--- src/hdl/wgw_pkg.sv ---
// shared types, constants and control codes of the graph walk engine
package wgw_pkg;

   // sizes
   localparam int MAX_VERTICES  = 16;
   localparam int VTX_BITS      = $clog2(MAX_VERTICES);
   localparam int CNT_BITS      = VTX_BITS + 1;
   localparam int WEIGHT_BITS   = 8;
   localparam int MAT_DEPTH     = MAX_VERTICES * MAX_VERTICES;
   localparam int MAT_ADDR_BITS = 2 * VTX_BITS;
   localparam int QUEUE_DEPTH   = 256;
   localparam int QUEUE_BITS    = $clog2(QUEUE_DEPTH);
   localparam int DIST_BITS     = 14;
   localparam int TOTAL_BITS    = 12;
   localparam int CFG_BITS      = 5;
   localparam int OP_BITS       = 2;
   localparam int STATUS_BITS   = 2;

   localparam logic [DIST_BITS-1:0]  NO_PATH_DIST  = DIST_BITS'(9999);
   localparam logic [TOTAL_BITS-1:0] TOTAL_MAX     = '1;
   localparam logic [CFG_BITS-1:0]   VCOUNT_RESET  = CFG_BITS'(16);

   // request operations
   typedef enum logic [OP_BITS-1:0] {
      OP_ADD_EDGE    = 2'd0,
      OP_DEPTH_FIRST = 2'd1,
      OP_SHORTEST    = 2'd2
   } op_type;

   // result status codes
   typedef enum logic [STATUS_BITS-1:0] {
      ST_OK        = 2'd0,
      ST_BAD_INDEX = 2'd1,
      ST_OVERFLOW  = 2'd2
   } status_type;

   typedef struct packed {
      logic [OP_BITS-1:0]     operation;
      logic [VTX_BITS-1:0]    first_vertex;
      logic [VTX_BITS-1:0]    second_vertex;
      logic [WEIGHT_BITS-1:0] edge_weight;
   } req_payload_type;

   typedef struct packed {
      logic [VTX_BITS-1:0]    vertex;
      logic [WEIGHT_BITS-1:0] segment_weight;
      logic [TOTAL_BITS-1:0]  total_distance;
      logic [VTX_BITS-1:0]    hop_count;
      logic                   reachable;
      logic [STATUS_BITS-1:0] status;
      logic                   last;
   } rsp_payload_type;

   // controller states
   typedef enum logic [4:0] {
      S_IDLE, S_DECODE, S_WR_AB, S_WR_BA, S_REPLY,
      S_D_INIT, S_G_RD, S_G_USE, S_S_I, S_S_J, S_COPY,
      S_P_CHK, S_P_USE, S_P_EMIT, S_D_END,
      S_Q_INIT, S_Q_POP, S_Q_LOAD, S_R_RD, S_R_USE,
      S_T_INIT, S_T_STEP, S_E_INIT, S_E_CHK, S_E_SEG, S_E_LAST
   } state_type;

   // datapath micro operations
   typedef enum logic [4:0] {
      U_NONE, U_ACCEPT, U_WR_AB, U_WR_BA, U_REPLY,
      U_D_INIT, U_G_RD, U_G_USE, U_S_I, U_S_J, U_COPY,
      U_P_CHK, U_P_EMIT, U_D_END,
      U_Q_INIT, U_Q_POP, U_Q_LOAD, U_R_RD, U_R_USE,
      U_T_INIT, U_T_STEP, U_E_INIT, U_E_CHK, U_E_SEG, U_E_LAST
   } uop_type;

   typedef struct packed {
      uop_type uop;
   } cmd_type;

   typedef struct packed {
      logic               req_fire;
      logic [OP_BITS-1:0] op;
      logic               bad;
      logic               out_free;
      logic               scan_end;
      logic               sort_i_end;
      logic               sort_j_end;
      logic               copy_end;
      logic               depth_zero;
      logic               frame_has_next;
      logic               nx_new;
      logic               queue_empty;
      logic               trace_end;
      logic               path_more;
   } sts_type;

endpackage

--- src/hdl/wgw_ctrl.sv ---
// sequencing state machine of the graph walk engine
module wgw_ctrl (
   input  logic             clock,
   input  logic             reset,
   input  wgw_pkg::sts_type sts,
   output wgw_pkg::cmd_type cmd
);
   import wgw_pkg::*;

   state_type state_ff;
   state_type state_in;

   // state register
   always_ff @(posedge clock) begin
      if (reset) begin
         state_ff <= S_IDLE;
      end else begin
         state_ff <= state_in;
      end
   end

   // next state and command
   always_comb begin
      state_in = state_ff;
      cmd.uop  = U_NONE;
      unique case (state_ff)
         S_IDLE: begin
            cmd.uop = U_ACCEPT;
            if (sts.req_fire) state_in = S_DECODE;
         end
         S_DECODE: begin
            if (sts.bad) begin
               state_in = S_REPLY;
            end else begin
               unique case (sts.op)
                  OP_ADD_EDGE:    state_in = S_WR_AB;
                  OP_DEPTH_FIRST: state_in = S_D_INIT;
                  OP_SHORTEST:    state_in = S_Q_INIT;
                  default:        state_in = S_REPLY;
               endcase
            end
         end
         S_WR_AB: begin
            cmd.uop  = U_WR_AB;
            state_in = S_WR_BA;
         end
         S_WR_BA: begin
            cmd.uop  = U_WR_BA;
            state_in = S_REPLY;
         end
         S_REPLY: begin
            cmd.uop = U_REPLY;
            if (sts.out_free) state_in = S_IDLE;
         end
         S_D_INIT: begin
            cmd.uop  = U_D_INIT;
            state_in = S_G_RD;
         end
         S_G_RD: begin
            cmd.uop  = U_G_RD;
            state_in = S_G_USE;
         end
         S_G_USE: begin
            cmd.uop  = U_G_USE;
            state_in = sts.scan_end ? S_S_I : S_G_RD;
         end
         S_S_I: begin
            cmd.uop  = U_S_I;
            state_in = sts.sort_i_end ? S_COPY : S_S_J;
         end
         S_S_J: begin
            cmd.uop = U_S_J;
            if (sts.sort_j_end) state_in = S_S_I;
         end
         S_COPY: begin
            cmd.uop = U_COPY;
            if (sts.copy_end) state_in = S_P_CHK;
         end
         S_P_CHK: begin
            cmd.uop = U_P_CHK;
            if (sts.depth_zero) begin
               state_in = S_D_END;
            end else if (sts.frame_has_next) begin
               state_in = S_P_USE;
            end
         end
         S_P_USE: begin
            state_in = sts.nx_new ? S_P_EMIT : S_P_CHK;
         end
         S_P_EMIT: begin
            cmd.uop = U_P_EMIT;
            if (sts.out_free) state_in = S_G_RD;
         end
         S_D_END: begin
            cmd.uop = U_D_END;
            if (sts.out_free) state_in = S_IDLE;
         end
         S_Q_INIT: begin
            cmd.uop  = U_Q_INIT;
            state_in = S_Q_POP;
         end
         S_Q_POP: begin
            cmd.uop  = U_Q_POP;
            state_in = sts.queue_empty ? S_T_INIT : S_Q_LOAD;
         end
         S_Q_LOAD: begin
            cmd.uop  = U_Q_LOAD;
            state_in = S_R_RD;
         end
         S_R_RD: begin
            cmd.uop  = U_R_RD;
            state_in = S_R_USE;
         end
         S_R_USE: begin
            cmd.uop  = U_R_USE;
            state_in = sts.scan_end ? S_Q_POP : S_R_RD;
         end
         S_T_INIT: begin
            cmd.uop  = U_T_INIT;
            state_in = S_T_STEP;
         end
         S_T_STEP: begin
            cmd.uop = U_T_STEP;
            if (sts.trace_end) state_in = S_E_INIT;
         end
         S_E_INIT: begin
            cmd.uop  = U_E_INIT;
            state_in = S_E_CHK;
         end
         S_E_CHK: begin
            cmd.uop  = U_E_CHK;
            state_in = sts.path_more ? S_E_SEG : S_E_LAST;
         end
         S_E_SEG: begin
            cmd.uop = U_E_SEG;
            if (sts.out_free) state_in = S_E_CHK;
         end
         S_E_LAST: begin
            cmd.uop = U_E_LAST;
            if (sts.out_free) state_in = S_IDLE;
         end
         default: begin
            state_in = S_IDLE;
         end
      endcase
   end

endmodule

--- config.mk ---
export PLATFORM = sky130hd
export DESIGN_NAME = wgw_ctrl
export DESIGN_NICKNAME = d
export VERILOG_FILES = /design/src/hdl/wgw_pkg.sv /design/src/hdl/wgw_ctrl.sv
export SDC_FILE = /design/constraint.sdc
export NUM_CORES = 1
export LEC_CHECK = 0
export BUFFER_PORTS_ARGS = -buffer_cell sky130_fd_sc_hd__buf_2
export CAP_MARGIN = 25
export CORE_MARGIN = 2
export CORE_UTILIZATION = 50
export DETAILED_ROUTE_END_ITERATION = 10
export PLACE_DENSITY = 0.76
export SYNTH_ARGS = -nofsm -noshare
export SYNTH_HDL_FRONTEND = slang
export SYNTH_SLANG_ARGS = --single-unit
--- constraint.sdc ---
create_clock -name clock -period 2.75 [get_ports clock]
set_input_delay 0.275 -clock clock [delete_from_list [all_inputs] [get_ports clock]]
set_output_delay 0.275 -clock clock [all_outputs]
set_load 0.02 [all_outputs]
==> flow_summary.yaml <==
floorplanning:
  die_y_um: 45.2
  pin_count: 22
  rows: 14
  dieArea_um2: 2040
  core_area_um2: 1540
  initial_utilization_pct: 55.1
  die_w_um: 45.2
global_route:
  grt_pass1_vias: 892
  antenna_found_initial: 0
  grt_max_degree: 19
  grt_pass1_wl_um: 3970
  grt_usage_pct: 25.8
  overflow: 0
critical_path:
  crit_path_top_delay_cell: "dfxtp_1"
  crit_path_max_fanout: 11
  cp_top_family: "simple AND/OR/NAND/NOR gates"
  required_ns: 2.48
  startpoint_type: "flip-flop"
  max_stage_delay_ns: 0.45
  crit_path_cell_trace: "buf_4, nor2_1, nand2_1, o21a_1, o22ai_1, buf_2"
  cp_data_arrival_time_ns: 1.83
  cp.buffers_inverters: 2
  endpoint_kind: "output pin"
  crit_type: "flip-flop to output pin"
drt:
  avgRoutedWirePerCell_um: 14.8
  firstDrtPassIters: 4
  ant_nets: 0
  drt_iter0_markers: 37
  vias: 1067
  drc: 0
  viasPerCell: 6.63
  drt_wl_total_um: 2390
cts:
  htree_levels: 1
  insertion_delay_ns: 0.24
  cts_buffer_depth: 2
  clkTransAtPathRegs_ns: 0.04
  cts_tree: "yes"
  root_buffer: "clkbuf_4"
  cts.sinks: 5
  cts_buffers: 3
  postCtsHoldBufs: 0
  cts_setup_buffers: 0
  ctsResizeCount: 0
job:
  max-cap-violations: 0
sta:
  tightest_slew_ns: 0.469
  hold_viol: 0
  skew_ns: 0.00306
  fin_crit_ns: 2.11
  report.final.slew_viol_count: 0
  fin_crit_sh_pct: 76.7
  holdWs_ns: 0.315
  rsz0062_at_grt: "false"
  fin_tns_setup_ns: 0
  fmax_ghz: 0.474
  setup_violations: 0
  max_slew_margin_pct: 68.7
cells_and_area:
  regMostFlops: "state_ff"
  final_common_cell: "buf_2"
  top_regs: "state_ff (5)"
  drive_gt1_share_pct: 23.4
  final_cell_mix: "buf_2, nor2_1, a21oi_1, nor2b_1, o21ai_0"
  stdcell_count: 161
  n_antenna_cell: 0
  syn_to_final_growth_pct: 15.8
  nets: 165
  post-route-util_pct: 63.8
  largest_reg_flops: 5
yosys:
  synth_cell_type_count: 50
  yosys_register_bits: 5
  yosysWarnings: 0
  synth.cell_area_um2: 850
  synth_cells: 126
  syn_nets: 145
  async_flop_share_pct: 0
  synth_ff_type: "dfxtp_1"
  synth_edf_count: 0
  avgSynthCellArea_um2: 6.74
  ys_seq_area_share_pct: 11.8
power:
  power_uw: 892
  leakagePower_uw: 0.000392
  peakVddDrop_mv: 0.599
  power.density_nw_per_um2: 907
worst_hold_path:
  hold_path.class: "input pin to flip-flop"
placed_design:
  dp_cells: 157
  dp_hpwl_um: 1790
  place_congestion: 0.881
  io_buffers: 21
status:
  status: "finished, final reports clean"
-- cell usage after synthesis (all sizes together), types with 2 or more instances --
| cell | number | area (µm²) |
|---|---|---|
| a211oi | 3 | 22.5 |
| a21oi | 8 | 40.0 |
| a31oi | 2 | 12.5 |
| and2 | 2 | 12.5 |
| buf | 5 | 32.5 |
| clkbuf | 6 | 22.5 |
| dfxtp | 5 | 100 |
| ha | 2 | 25.0 |
| inv | 7 | 26.3 |
| mux2 | 3 | 33.8 |
| nand2 | 6 | 22.5 |
| nand2b | 5 | 38.8 |
| nor2 | 13 | 48.8 |
| nor2b | 7 | 43.8 |
| nor3 | 6 | 30.0 |
| nor3b | 2 | 15.0 |
| nor4 | 2 | 12.5 |
| o211ai | 3 | 22.5 |
| o21ai | 10 | 50.0 |
| o21bai | 2 | 15.0 |
| o22ai | 2 | 12.5 |
| o31ai | 2 | 15.0 |
| or3 | 3 | 18.8 |
-- area by class of cell --
type | count | area, µm²
clock buffer | 4 | 26.3
sequential | 5 | 100
tap | 16 | 20.0
timing repair buffer | 26 | 143
fill | 148 | 558
multi-input combinational | 103 | 668
inverter | 7 | 26.3
-- logic make-up after synthesis --
| group | after synthesis | synth area share [%] |
|---|---|---|
| DFF | 5 | 11.8 |
| buffers and inverters | 18 | 9.57 |
| xor gates and xnor gates | 1 | 1.03 |
| and+or+nand+nor | 50 | 32.4 |
| muxes | 4 | 5.15 |
| AOI/OAI and AO/OA | 46 | 37.1 |
| adders and majority gates | 2 | 2.95 |
-- layer usage --
metal	wire, µm	GRT usage [%]
met5	0	0
met4	29	4.12
met3	200	4.80
met2	1120	42.3
met1	1040	35.7
-- final timing paths --
kind	endpoint	depth (start not counted)	start	slack, ns
setup / recovery	cmd[0]	6	state_ff[1]	0.64
hold / removal	state_ff[3]	2	reset	0.32
hold reg to reg	state_ff[2]	2	state_ff[2]	0.68
setup reg to reg	state_ff[4]	6	state_ff[4]	0.67
-- stage by stage --
stage | cell area, µm² | worst slack (ns)
global placement | 957 | 0.753
finish | 983 | 0.640
global route | 983 | 0.470
floorplan | 850 | 0.883
detailed placement | 957 | 0.693
CTS | 983 | 0.684
-- power by group --
| part | internal, µW | total [µW] | switching, µW |
|---|---|---|---|
| sequential | 96.6 | 169 | 71.9 |
| combinational | 275 | 639 | 364 |
| clock | 54.8 | 84.3 | 29.5 |
Power figures use the tool's default switching activity.
